--- config.mk ---
export PLATFORM = sky130hd
export DESIGN_NAME = crc_codeword_generator_unit_flat
export DESIGN_NICKNAME = d
export VERILOG_FILES = /design/src/sv/crc_cg_pkg.sv /design/src/sv/crc_cg_if.sv /design/src/sv/crc_cg_fifo.sv /design/src/sv/crc_cg_front.sv /design/src/sv/crc_cg_back.sv /design/src/sv/crc_codeword_generator_unit.sv /design/src/flat_wrapper.sv
export SDC_FILE = /design/constraint.sdc
export NUM_CORES = 1
export LEC_CHECK = 0
export BUFFER_PORTS_ARGS = -buffer_cell sky130_fd_sc_hd__buf_2
export CORE_UTILIZATION = 45
export CTS_BUF_LIST = sky130_fd_sc_hd__clkbuf_8
export CTS_CLUSTER_DIAMETER = 50
export DETAILED_ROUTE_END_ITERATION = 6
export SKIP_CTS_REPAIR_TIMING = 1
export SLEW_MARGIN = 20
export SYNTH_ARGS = -nofsm -noshare
export SYNTH_HDL_FRONTEND = slang
export SYNTH_SLANG_ARGS = --single-unit
--- constraint.sdc ---
create_clock -name clk -period 14.4 [get_ports clk]
set_input_delay 2.16 -clock clk [delete_from_list [all_inputs] [get_ports clk]]
set_output_delay 2.16 -clock clk [all_outputs]
set_load 0.03 [all_outputs]
--- src/sv/crc_cg_pkg.sv ---
// Package: shared constants and register codes for the CRC codeword generator.
package crc_cg_pkg;

  // Widths of the configuration registers
  localparam int POLY_W     = 31;
  localparam int LEN_W      = 6;
  localparam int LEN_EXT_W  = LEN_W + 1;
  localparam int CFG_DATA_W = POLY_W;
  localparam int CFG_IDX_W  = 1;

  // Register indexes on the configuration port
  typedef enum logic [CFG_IDX_W-1:0] {
    REG_GEN_POLY = 1'b0,
    REG_GEN_LEN  = 1'b1
  } cfg_reg_t;

  // Generator length after reset
  localparam logic [LEN_W-1:0] GEN_LEN_RESET = LEN_W'(2);

endpackage

--- src/sv/crc_cg_if.sv ---
// Interfaces: input bit channel and output codeword channel.
interface crc_cg_in_if;
  logic valid;
  logic ready;
  logic data_bit;
  logic msg_last;

  modport source (output valid, output data_bit, output msg_last, input ready);
  modport sink (input valid, input data_bit, input msg_last, output ready);
endinterface

interface crc_cg_out_if;
  logic valid;
  logic ready;
  logic code_bit;
  logic is_check;
  logic code_last;

  modport source (output valid, output code_bit, output is_check, output code_last,
                  input ready);
  modport sink (input valid, input code_bit, input is_check, input code_last,
                output ready);
endinterface

--- src/sv/crc_cg_fifo.sv ---
// Two-entry queue between the front (division) and back (serializer) parts.
module crc_cg_fifo #(
  parameter int W = 8
) (
  input  logic         clk,
  input  logic         rst,
  input  logic         push,
  input  logic [W-1:0] push_data,
  output logic         full,
  input  logic         pop,
  output logic [W-1:0] pop_data,
  output logic         empty
);

  logic [W-1:0] entries [2];
  logic         wp;
  logic         rp;
  logic [1:0]   count;

  assign full     = (count == 2'd2);
  assign empty    = (count == 2'd0);
  assign pop_data = entries[rp];

  // Entry storage
  always_ff @(posedge clk) begin
    if (push) begin
      entries[wp] <= push_data;
    end
  end

  // Pointers and fill count
  always_ff @(posedge clk) begin
    if (rst) begin
      wp    <= 1'b0;
      rp    <= 1'b0;
      count <= 2'd0;
    end else begin
      if (push) begin
        wp <= ~wp;
      end
      if (pop) begin
        rp <= ~rp;
      end
      case ({push, pop})
        2'b10:   count <= count + 2'd1;
        2'b01:   count <= count - 2'd1;
        default: count <= count;
      endcase
    end
  end

endmodule

--- src/sv/crc_cg_front.sv ---
// Front part: configuration registers, running remainder, job push into the queue.
module crc_cg_front import crc_cg_pkg::*; #(
  parameter int MAX_GEN_LEN = 32,
  localparam int RW = MAX_GEN_LEN - 1,
  localparam int CW = $clog2(MAX_GEN_LEN),
  localparam int JW = RW + CW + 2
) (
  input  logic                  clk,
  input  logic                  rst,
  input  logic                  cfg_we,
  input  logic [CFG_IDX_W-1:0]  cfg_idx,
  input  logic [CFG_DATA_W-1:0] cfg_data,
  crc_cg_in_if.sink             bit_in,
  output logic                  push,
  output logic [JW-1:0]         push_data,
  input  logic                  full
);

  localparam int IW = (RW > 1) ? $clog2(RW) : 1;

  logic [POLY_W-1:0]    gen_poly;
  logic [LEN_W-1:0]     gen_length;
  logic [RW-1:0]        remainder;

  logic [LEN_EXT_W-1:0] len_ext;
  logic [LEN_EXT_W-1:0] len_c;
  logic [CW-1:0]        r;
  logic [RW-1:0]        mask;
  logic [RW-1:0]        poly_m;
  logic [RW-1:0]        rem_m;
  logic [RW-1:0]        rem_next;
  logic                 fb;
  logic                 accept;

  // Configuration writes
  always_ff @(posedge clk) begin
    if (rst) begin
      gen_poly   <= '0;
      gen_length <= GEN_LEN_RESET;
    end else if (cfg_we) begin
      unique case (cfg_reg_t'(cfg_idx))
        REG_GEN_POLY: gen_poly   <= cfg_data;
        REG_GEN_LEN:  gen_length <= LEN_W'(cfg_data);
        default:      gen_poly   <= gen_poly;
      endcase
    end
  end

  // Check width from the clamped generator length
  always_comb begin
    len_ext = {1'b0, gen_length};
    if (len_ext < LEN_EXT_W'(2)) begin
      len_c = LEN_EXT_W'(2);
    end else if (len_ext > LEN_EXT_W'(MAX_GEN_LEN)) begin
      len_c = LEN_EXT_W'(MAX_GEN_LEN);
    end else begin
      len_c = len_ext;
    end
    r = CW'(len_c - LEN_EXT_W'(1));
  end

  // One step of the long division
  always_comb begin
    for (int i = 0; i < RW; i++) begin
      mask[i] = (i < int'(r));
    end
    poly_m   = RW'(gen_poly) & mask;
    rem_m    = remainder & mask;
    fb       = rem_m[IW'(r - CW'(1))] ^ bit_in.data_bit;
    rem_next = ((rem_m << 1) & mask) ^ (fb ? poly_m : '0);
  end

  assign bit_in.ready = ~full;
  assign accept       = bit_in.valid & ~full;
  assign push         = accept;
  assign push_data    = {bit_in.data_bit, bit_in.msg_last, r, rem_next};

  // Remainder update; cleared after the final message bit
  always_ff @(posedge clk) begin
    if (rst) begin
      remainder <= '0;
    end else if (accept) begin
      remainder <= bit_in.msg_last ? '0 : rem_next;
    end
  end

endmodule

--- src/sv/crc_cg_back.sv ---
// Back part: pops jobs, echoes message bits and shifts out the check bits.
module crc_cg_back #(
  parameter int MAX_GEN_LEN = 32,
  localparam int RW = MAX_GEN_LEN - 1,
  localparam int CW = $clog2(MAX_GEN_LEN),
  localparam int JW = RW + CW + 2
) (
  input  logic          clk,
  input  logic          rst,
  input  logic [JW-1:0] job,
  input  logic          empty,
  output logic          pop,
  crc_cg_out_if.source  code_out
);

  logic          job_bit;
  logic          job_last;
  logic [CW-1:0] job_r;
  logic [RW-1:0] job_rem;

  logic          out_valid, out_valid_next;
  logic          out_bit, out_bit_next;
  logic          out_check, out_check_next;
  logic          out_last, out_last_next;
  logic [RW-1:0] ser_rem, ser_rem_next;
  logic [CW-1:0] ser_cnt, ser_cnt_next;
  logic          load;

  assign {job_bit, job_last, job_r, job_rem} = job;
  assign load = ~out_valid | code_out.ready;

  // Next beat: pending check bit first, else the next queued job
  always_comb begin
    pop            = 1'b0;
    out_valid_next = out_valid;
    out_bit_next   = out_bit;
    out_check_next = out_check;
    out_last_next  = out_last;
    ser_rem_next   = ser_rem;
    ser_cnt_next   = ser_cnt;
    if (load) begin
      if (ser_cnt != '0) begin
        out_valid_next = 1'b1;
        out_bit_next   = ser_rem[RW-1];
        out_check_next = 1'b1;
        out_last_next  = (ser_cnt == CW'(1));
        ser_rem_next   = ser_rem << 1;
        ser_cnt_next   = ser_cnt - CW'(1);
      end else if (!empty) begin
        pop            = 1'b1;
        out_valid_next = 1'b1;
        out_bit_next   = job_bit;
        out_check_next = 1'b0;
        out_last_next  = 1'b0;
        if (job_last) begin
          // left-align so the check MSB sits at the top
          ser_rem_next = job_rem << (CW'(RW) - job_r);
          ser_cnt_next = job_r;
        end
      end else begin
        out_valid_next = 1'b0;
      end
    end
  end

  // Control state
  always_ff @(posedge clk) begin
    if (rst) begin
      out_valid <= 1'b0;
      ser_cnt   <= '0;
    end else begin
      out_valid <= out_valid_next;
      ser_cnt   <= ser_cnt_next;
    end
  end

  // Payload
  always_ff @(posedge clk) begin
    out_bit   <= out_bit_next;
    out_check <= out_check_next;
    out_last  <= out_last_next;
    ser_rem   <= ser_rem_next;
  end

  assign code_out.valid     = out_valid;
  assign code_out.code_bit  = out_bit;
  assign code_out.is_check  = out_check;
  assign code_out.code_last = out_last;

endmodule

--- src/sv/crc_codeword_generator_unit.sv ---
// Top level: bit-serial systematic CRC encoder with a programmable generator.
//
// Usage:
//   bit_in carries one message bit per beat (data_bit, MSB first) with msg_last
//   on the final bit. code_out carries the codeword: each message bit echoed
//   (is_check = 0), and after the final one, gen_length-1 check bits MSB first
//   (is_check = 1, gen_length clamped to 2..MAX_GEN_LEN), code_last on the last.
//   The user must write configuration (gen_poly_low_bits at index 0, gen_length
//   at index 1) via cfg_we/cfg_idx/cfg_data while the block is idle (unchecked).
// Timing:
//   A message bit is accepted every cycle while bit_in.ready is high; its echo
//   passes the job queue and the output register. A final bit costs 1 + gen_length-1
//   beats, one per cycle while code_out.ready is high, from the single serializer
//   output register; the two-entry job queue fills and bit_in.ready drops until it drains.
// Reset (rst, synchronous): remainder and queue clear, generator length goes
//   to 2 and the generator low bits to zero.
// Stall: when code_out.ready is low the output beat holds, the queue fills and
//   bit_in is back-pressured; nothing is dropped.
module crc_codeword_generator_unit import crc_cg_pkg::*; #(
  parameter int MAX_GEN_LEN = 32
) (
  input  logic                  clk,
  input  logic                  rst,
  input  logic                  cfg_we,
  input  logic [CFG_IDX_W-1:0]  cfg_idx,
  input  logic [CFG_DATA_W-1:0] cfg_data,
  crc_cg_in_if.sink             bit_in,
  crc_cg_out_if.source          code_out
);

  localparam int RW = MAX_GEN_LEN - 1;
  localparam int CW = $clog2(MAX_GEN_LEN);
  localparam int JW = RW + CW + 2;

  logic          push;
  logic [JW-1:0] push_data;
  logic          full;
  logic          pop;
  logic [JW-1:0] pop_data;
  logic          empty;

  crc_cg_front #(.MAX_GEN_LEN(MAX_GEN_LEN)) u_front (
    .clk       (clk),
    .rst       (rst),
    .cfg_we    (cfg_we),
    .cfg_idx   (cfg_idx),
    .cfg_data  (cfg_data),
    .bit_in    (bit_in),
    .push      (push),
    .push_data (push_data),
    .full      (full)
  );

  crc_cg_fifo #(.W(JW)) u_fifo (
    .clk       (clk),
    .rst       (rst),
    .push      (push),
    .push_data (push_data),
    .full      (full),
    .pop       (pop),
    .pop_data  (pop_data),
    .empty     (empty)
  );

  crc_cg_back #(.MAX_GEN_LEN(MAX_GEN_LEN)) u_back (
    .clk      (clk),
    .rst      (rst),
    .job      (pop_data),
    .empty    (empty),
    .pop      (pop),
    .code_out (code_out)
  );

endmodule
--- src/flat_wrapper.sv ---
// flat-port wrapper written by rule: the top's interface ports become plain ports
module crc_codeword_generator_unit_flat import crc_cg_pkg::*;
#(
  parameter int MAX_GEN_LEN = 32
)
  (clk, rst, cfg_we, cfg_idx, cfg_data, bit_in_valid, bit_in_data_bit, bit_in_msg_last, bit_in_ready, code_out_valid, code_out_code_bit, code_out_is_check, code_out_code_last, code_out_ready);
  crc_cg_in_if bit_in_i ();
  crc_cg_out_if code_out_i ();
  input  logic clk;
  input  logic rst;
  input  logic cfg_we;
  input  logic [CFG_IDX_W-1:0] cfg_idx;
  input  logic [CFG_DATA_W-1:0] cfg_data;
  input wire logic [$bits(bit_in_i.valid)-1:0] bit_in_valid;
  input wire logic [$bits(bit_in_i.data_bit)-1:0] bit_in_data_bit;
  input wire logic [$bits(bit_in_i.msg_last)-1:0] bit_in_msg_last;
  output wire logic [$bits(bit_in_i.ready)-1:0] bit_in_ready;
  output wire logic [$bits(code_out_i.valid)-1:0] code_out_valid;
  output wire logic [$bits(code_out_i.code_bit)-1:0] code_out_code_bit;
  output wire logic [$bits(code_out_i.is_check)-1:0] code_out_is_check;
  output wire logic [$bits(code_out_i.code_last)-1:0] code_out_code_last;
  input wire logic [$bits(code_out_i.ready)-1:0] code_out_ready;
  assign bit_in_i.valid = bit_in_valid;
  assign bit_in_i.data_bit = bit_in_data_bit;
  assign bit_in_i.msg_last = bit_in_msg_last;
  assign bit_in_ready = bit_in_i.ready;
  assign code_out_valid = code_out_i.valid;
  assign code_out_code_bit = code_out_i.code_bit;
  assign code_out_is_check = code_out_i.is_check;
  assign code_out_code_last = code_out_i.code_last;
  assign code_out_i.ready = code_out_ready;
  crc_codeword_generator_unit #(.MAX_GEN_LEN(MAX_GEN_LEN)) u_core (.clk(clk), .rst(rst), .cfg_we(cfg_we), .cfg_idx(cfg_idx), .cfg_data(cfg_data), .bit_in(bit_in_i), .code_out(code_out_i));
endmodule
### Yosys cells after proc, flatten, opt, wreduce, memory -nomap -nowiden

Memories as Yosys holds them, arrays and structs flattened. A register that Yosys moved wholly into a read port is not among the register bits.
Index checks and enable logic that the tools add are counted.

* flip-flop bits (word level): 112
* memories kept: 1
* logic and storage cells: 105
* input bits: 39
* memory bits (writable): 76

Memory list
* u_core.u_fifo.entries: depth 2, bits a word 38, rd ports 1, clocked after memory_dff 1, wr ports 1, line crc_cg_fifo.sv:15 `logic [W-1:0] entries [2];`

* add/sub/neg operators: 6
* magnitude comparators: 34
* bitwise operators: 12
* eq/ne operators: 5
* reduce and logical (&&, ||, !) cells: 8
* shifts and indexed selects: 1
* multiplexer cells: 25

Operator list (number)
* $mux W31: 5
* $and A31 B31 Y31: 3
* $lt A5 B5 Y1 const A: 15
* $lt A4 B5 Y1 const A: 8
* $shl A31 B5 Y31: 1
* $xor A31 B31 Y31: 1
* $mux W5: 5
* $lt A3 B5 Y1 const A: 4
* $sub A5 B1 Y5 const B: 3
* $mux W1: 13
* $lt A1 B5 Y1 const A: 2
* $lt A2 B5 Y1 const A: 2
* $gt A6 B6 Y1 const B: 1
* $lt A5 B6 Y1 const B: 1
* $lt A6 B2 Y1 const B: 1
* $reduce_and A2 Y1: 3
* $bmux W1 S5: 1
* $eq A5 B1 Y1 const B: 1
* $not A1 Y1: 5
* $reduce_bool A5 Y1: 1
* $sub A5 B5 Y5 const A: 1
* $eq A2 B2 Y1 const B: 2
* $pmux W2 S2: 1
* $reduce_bool A2 Y1: 2
* 9 further kinds: 9

### Logic depth before layout (Yosys ltp)

Gate-level depths: netlist of the first run.

* depth after elaboration: 12
* mapped depth: 22
* gate-level depth less buffers: 17

### Hierarchy

A second synthesis of the first run with hierarchy kept.

* cell total of the unflattened synthesis: 1025
* area total of the unflattened synthesis: 10721.5 sq um

Modules (own cells, without submodules)
* crc_cg_front: times used 1, cells an instance 587, seq. area each 1361.3 sq um, area each 4379.2 sq um
* crc_cg_back: times used 1, cells an instance 298, seq. area each 1141.1 sq um, area each 3402.0 sq um
* crc_cg_fifo: times used 1, cells an instance 140, seq. area each 2382.3 sq um, area each 2940.3 sq um

### Least setup slack after synthesis of the first run

No wires, ideal clock.

* kind: input port to flip-flop
* from: input code_out_ready
* to: register u_core.u_back.ser_cnt[4]
* setup slack: 9.349 ns
* library setup time: 0.132 ns
* arrival time: 4.919 ns
* stages on the path: 6
* required time: 14.268 ns
* cell sequence: nor2b_1 > a21oi_1 > a21boi_1 > nand2_1 > o31ai_1 > a21oi_1

* cells in the longest elaborated chain, start to end: 2

Ends and longest elaborated chain
* start: declaration: line flat_wrapper.sv:22 `input wire logic [$bits(code_out_i.ready)-1:0] code_out_ready;`
* $or A1 B1 Y1: line crc_cg_back.sv:30 `assign load = ~out_valid | code_out.ready;`
* $reduce_and A3 Y1 (no source line)
* end signal: assignment: line crc_cg_back.sv:73 `ser_cnt <= ser_cnt_next;`
* end: declaration: line crc_cg_back.sv:26 `logic [CW-1:0] ser_cnt, ser_cnt_next;`

No other way between the ends.
A chain may end at the register's enable or synchronous reset.

### Worst setup path after layout of the first run

* from: register u_core.u_front.gen_length[3]
* to: memory u_core.u_fifo.entries[1][27] (netlist bit), data pin

* cells in the longest elaborated chain, start to end: 11
* elaborated cells on any way between the ends: 45

Ends and longest elaborated chain
* start: declaration: line crc_cg_front.sv:22 `logic [LEN_W-1:0] gen_length;`
* start signal: assignment: line crc_cg_front.sv:43 `REG_GEN_LEN: gen_length <= LEN_W'(cfg_data);`
* $gt A6 B6 Y1: line crc_cg_front.sv:54 `end else if (len_ext > LEN_EXT_W'(MAX_GEN_LEN)) begin`
* $mux W5: line crc_cg_front.sv:54
* $mux W5 *: line crc_cg_front.sv:52 `if (len_ext < LEN_EXT_W'(2)) begin`
* $sub A5 B1 Y5 *: line crc_cg_front.sv:59 `r = CW'(len_c - LEN_EXT_W'(1));`
* $lt A1 B5 Y1 (tied with other cells): line crc_cg_front.sv:65 `mask[i] = (i < int'(r));`
* $and A31 B31 Y31: line crc_cg_front.sv:68 `rem_m = remainder & mask;`
* $bmux W1 S5: line crc_cg_front.sv:69 `fb = rem_m[IW'(r - CW'(1))] ^ bit_in.data_bit;`
* $mux W1 (not written as such): line crc_cg_front.sv:69
* $xor A1 B1 Y1: line crc_cg_front.sv:69
* $mux W31: line crc_cg_front.sv:70 `rem_next = ((rem_m << 1) & mask) ^ (fb ? poly_m : '0);`
* $xor A31 B31 Y31 *: line crc_cg_front.sv:70
* via u_core.push_data[27]: line crc_codeword_generator_unit.sv:36 `logic [JW-1:0] push_data;`
* end: declaration: line crc_cg_fifo.sv:15

Mark *: on every way through the listed nets, which the timed path passes. The rest lies on a longest branch. The select of a mux whose other input is x is not followed.

==> flow_summary.ini, run 1 <==
[logic_synthesis]
ys_async_sr_fraction = 0
post_synth_instance_area_um2 = 10300
synth.most_common_cell = nand2_1
seq_area_frac_synth = 0.474
synth_top_area_cell = edfxtp_1
synthTopCellsByCount = nand2_1, edfxtp_1, a21oi_1
avgSynthCellArea_um2 = 9.27
ys_ff_latch = 189
yosys_warnings = 0
synth_edf_count = 110
ys.flop_type = edfxtp_1
synth_fp_nets = 1158
synth_area_leaders = edfxtp_1, dfxtp_1, nand2_1, mux2i_1, a21oi_1
post-synth-top-area-fraction = 0.321
syn_inst = 1111
synth_cell_types = 75

[cells_and_area]
drive_gt1_frac = 0.131
multiInputGateArea_um2 = 5060
final_nets = 1158
areaGrowthSynthToFinish_pct = 7.92
fillCellCount = 2154
antenna_cells = 0
seqCellArea_um2 = 4890
fin_util = 0.502

[detailed_routing]
firstDrtPassIters = 7
drt-initial-drc-count = 591
ant_nets = 0
routed_wl_um = 26700
via_per_inst = 5.80
wl_per_cell_um = 19.0
drc = 2
vias = 8141

[pwr]
finalPower_uw = 1980
p_leak_uw = 0.00405
power_density_nw_per_um2 = 178
ir_worst_vdd_mv = 0.0987

[setup_path]
setup.worst_path.end_class = flop
max_stage_delay_ns = 0.60
path_max_fanout = 22
cp-start-kind = flop
path_cells = or4_4 -> nand2_4 -> ha_1 -> nand4bb_1 -> a21oi_1 -> or2_1 -> inv_2 -> o311ai_0 -> o211a_1 -> o311ai_0 -> o211a_1 -> o21ai_2 -> buf_4 -> and2_1 -> nand3_1 -> a211oi_1
crit_slowest_cell = o21ai_2
worstPathArrival_ns = 6.08
worst-setup-path-type = reg2reg
critPathRequiredTime_ns = 14.65

[clock_tree]
numCtsBuffers = 17
clk_pin_slew_ns = 0.12
clk_latency_ns = 0.50
cts_tree = built
clockBufferDepth = 2
htree_num_levels = 4
cts.sinks = 189
cts_root_buf = clkbuf_8

[grt]
grt_pass1_vias = 7836
antenna_found_initial = 0
gr-total-overflow = 0
grt_pass1_wl_um = 43000
grt_util_all_layers = 0.234
grt_max_degree = 72

[timing]
period_needed_ns = 5.83
rsz0062_at_grt = false
holdWs_ns = 0.466
fin_crit_sh = 0.405
layout_setup_ws_ns = 8.57
setup_viol = 0
setup_tns_ns = 0
skew_ns = 0.0260
finalHoldViolations = 0
worstMarginPinSlew_ns = 0.966
fmax_mhz = 172
slew_violations = 0
maxSlewHeadroom = 0.356

[die]
core_um2 = 22200
dieHeight_um = 153
row_count = 54
ioPinCount = 44
start_util = 0.465
dieArea_um2 = 23500
die-width_um = 153

[worst_hold_path]
hold_path.class = reg2reg

[placed_design]
gp_congestion = 0.951
hpwl_um = 19500
preCtsSetupSlack_ns = 8.67
portBuffers = 43

[outcome]
outcome = finished with violations
violations = design-rule violations

[run]
maxCapViolations = 0
==> metal layers <==
metal	global-route usage	up-vias	share of wire
met5	0	-	0
met4	0.0952	0	0.032
met3	0.0371	58	0.039
met2	0.380	233	0.46
met1	0.312	3826	0.47
li1	-	4024	-
==> critical path, delay by kind of cell (launching register included) <==
family	cells	cell delay (ns)
compound gates	7	2.11
fa+ha+maj	1	0.44
buf+inv	2	0.68
flops	1	0.47
simple gates	6	1.85
==> layout by cell type (no fill, tap or decap), types with 14 or more instances in the layout <==
cell      synthesis  final
a21oi_1         103    102
buf_2             8     43
clkbuf_8          0     17
dfxtp_1          79     78
edfxtp_1        110    110
inv_1            14     14
mux2_2           28     28
mux2i_1          60     59
nand2_1         188    188
nand3_1          44     44
nor2_1          100     99
nor3_1           19     19
o21ai_0          50     50
o31ai_1          21     21
xnor2_1          15     15
xor2_1           19     19
==> path summary, 6_finish.rpt <==
check	start	end	slack [ns]	depth (start not counted)
worst max-delay path	u_core.u_front.gen_length[3]	u_core.u_fifo.entries[1][27]	8.57	16
worst min-delay path	u_core.u_front.gen_poly[20]	u_core.u_front.gen_poly[20]	0.47	2
worst max register to register	u_core.u_front.gen_length[3]	u_core.u_fifo.entries[1][27]	8.57	16
worst min register to register	u_core.u_front.gen_poly[20]	u_core.u_front.gen_poly[20]	0.47	2
==> stage by stage <==
stage          cell area [um2]  instances
2_1_floorplan            10300       1111
3_3_place_gp             10700       1371
3_5_place_dp             10700       1371
4_1_cts                  11100       1403
5_1_grt                  11100       1404
6_report                 11100       1404
==> where the power goes <==
| group | leakage (uW) | switching [uW] | total [uW] | internal, uW |
|---|---|---|---|---|
| Sequential | 0.00170 | 47.1 | 782 | 735 |
| Clock | 0.000204 | 231 | 365 | 135 |
| Combinational | 0.00215 | 561 | 829 | 268 |
| Total | 0.00405 | 839 | 1980 | 1140 |
==> state kept, by name (all words and copies together), names as in the netlist, named ones only <==
signal and count:
u_core.u_fifo.wp 1, u_core.u_back.code_out.code_bit 1, u_core.u_back.ser_rem 31, u_core.u_fifo.count 2, u_core.u_fifo.rp 1, u_core.u_front.gen_poly 31
u_core.u_back.code_out.valid 1, u_core.u_front.gen_length 6, u_core.u_back.code_out.is_check 1, u_core.u_front.remainder 31, u_core.u_back.code_out.code_last 1, u_core.u_fifo.entries 76
u_core.u_back.ser_cnt 5
==> final cells by class <==
class,count,area share
multi-input combinational,829,0.455
sequential,189,0.440
tap,280,0.0315
timing repair buffer,55,0.0286
clock buffer,17,0.0210
clock inverter,15,0.0172
inverter,19,0.00664
==> cell families after synthesis <==
family | count (synthesis) | synth area share
AOI/OAI and AO/OA | 272 | 0.169
xor gates and xnor gates | 35 | 0.0316
adders and majority gates | 8 | 0.00972
buffers and inverters | 93 | 0.0380
DFF | 189 | 0.474
muxes | 90 | 0.0915
and+or+nand+nor | 424 | 0.186
Power figures use the tool's default switching activity.
==> run 2: changes to the inputs <==
==> constraint.sdc (replaced) <==
create_clock -name clk -period 5.4 [get_ports clk]
set_input_delay 0.81 -clock clk [delete_from_list [all_inputs] [get_ports clk]]
set_output_delay 0.81 -clock clk [all_outputs]
set_load 0.03 [all_outputs]
==> run 2 against run 1 <==
- the flow now finishes without violations
- register-to-register slack got worse by 8.1 ns
- sequential cell count unchanged
- via count decreased by 0.37%
- critical path depth increased by 2
- clock-buffer cell count increased by 2
- highest routed layer unchanged
- cell area increased by 0.82%
==> flow_summary.ini, run 2 (same netlist as run 1, synthesis figures left out) <==
[timing]
fin_crit_sh = 0.905
fmax_mhz = 205
slew_violations = 0
setup_viol = 0
skew_ns = 0.0175
holdWs_ns = 0.470
period_needed_ns = 4.89
setup_tns_ns = 0
maxSlewHeadroom = 0.309
rsz0062_at_grt = false
worstMarginPinSlew_ns = 1.04
finalHoldViolations = 0

[detailed_routing]
firstDrtPassIters = 7
ant_nets = 0
vias = 8111
via_per_inst = 5.72
drc = 0
routed_wl_um = 26600
drt-initial-drc-count = 637
wl_per_cell_um = 18.7

[cells_and_area]
largest_register_ffs = 76
final_cell_mix = nand2_1, edfxtp_1, a21oi_1
multiInputGateArea_um2 = 5070
final_nets = 1171
antenna_cells = 0
fillCellCount = 2063
areaGrowthSynthToFinish_pct = 8.81
final_common_cell = nand2_1
regMostFlops = u_core.u_fifo.entries
postLayoutCellArea_um2 = 11200
seqCellArea_um2 = 4890
drive_gt1_frac = 0.142

[placed_design]
placed_area_um2 = 10800
hpwl_um = 19500
gp_congestion = 0.915
portBuffers = 43

[die]
row_count = 54
dieArea_um2 = 23500
core_um2 = 22200
ioPinCount = 44
die-width_um = 153
start_util = 0.465
dieHeight_um = 153

[grt]
gr-total-overflow = 0
antenna_found_initial = 0
grt_max_degree = 65
grt_pass1_vias = 7886
grt_util_all_layers = 0.234
grt_pass1_wl_um = 43100

[setup_path]
worstPathArrival_ns = 5.26
startpoint = u_core.u_front.gen_length[2]
critPathRequiredTime_ns = 5.77
cp-start-kind = flop
r2r_start = u_core.u_front.gen_length[2]
worst-setup-path-type = reg2reg
setup.worst_path.end_class = flop
path_max_fanout = 20

[clock_tree]
cts_tree = built
clk_pin_slew_ns = 0.10
cts_root_buf = clkbuf_8
clockBufferDepth = 2
cts.sinks = 189
numCtsBuffers = 17
htree_num_levels = 4
clk_latency_ns = 0.47

[pwr]
ir_worst_vdd_mv = 0.351
power_density_nw_per_um2 = 471
p_leak_uw = 0.00413

[worst_hold_path]
hold_start = u_core.u_front.remainder[11]
hold_path.class = reg2reg

[run]
maxCapViolations = 0

[outcome]
outcome = complete, no violations
[run 2: changes by cell type in the layout (fill, tap and decap cells not counted), sizes merged]
cell / delta
clkinv: -8
clkbuf: +2
clkinvlp: -2
bufinv: +2
buf: +13
inv: +6
[run 2: metal layers]
layer / wire length, um / global-route usage / vias up
met5: 0 / 0 / -
met4: 789 / 0.0996 / 0
met3: 1080 / 0.0337 / 48
met2: 12400 / 0.385 / 240
met1: 12300 / 0.308 / 3777
li1: - / - / 4046
[run 2: worst paths after layout]
check	end	slack, ns	cells after the start
max	u_core.u_front.remainder[10]	0.51	18
max reg2reg	u_core.u_front.remainder[10]	0.51	18
min reg2reg	u_core.u_front.remainder[11]	0.47	2
min	u_core.u_front.remainder[11]	0.47	2
[run 2: power breakdown]
| part | leakage (uW) | internal [uW] | total [uW] | switching, uW |
|---|---|---|---|---|
| Clock | 0.000218 | 450 | 990 | 541 |
| Sequential | 0.00170 | 1960 | 2100 | 140 |
| Combinational | 0.00221 | 726 | 2190 | 1470 |
| Total | 0.00413 | 3140 | 5280 | 2150 |
[run 2: worst max-delay path, stage by stage (launching register included)]
cell	delay, ns
dfxtp_1	0.52
nor3_1	0.12
nor2_1	0.13
nor2_2	0.06
inv_2	0.21
ha_1	0.44
nand4bb_1	0.15
a21oi_1	0.13
or2_1	0.44
inv_2	0.28
o2111ai_1	0.31
nand2_1	0.08
o221a_2	0.31
o211a_1	0.26
or3_1	0.41
buf_4	0.24
nand3_1	0.12
mux2_1	0.35
o31ai_1	0.22
[run 2: area by class of cell]
| class | instances | area share |
|---|---|---|
| Multi-Input combinational cell | 829 | 0.452 |
| Sequential cell | 189 | 0.436 |
| Timing Repair Buffer | 68 | 0.0371 |
| Tap cell | 280 | 0.0313 |
| Clock buffer | 19 | 0.0233 |
| Clock inverter | 13 | 0.0133 |
| Inverter | 19 | 0.00659 |
[run 2: through the flow]
step                power (uW)  utilization  std cells  setup slack [ns]
floorplan                 3720            -       1111             0.856
global placement          4310        0.486       1384             0.576
detailed placement        4320        0.486       1384             0.449
CTS                       5310        0.504       1416             0.388
global route              5660        0.506       1417             0.107
finish                    5280        0.506       1417             0.512
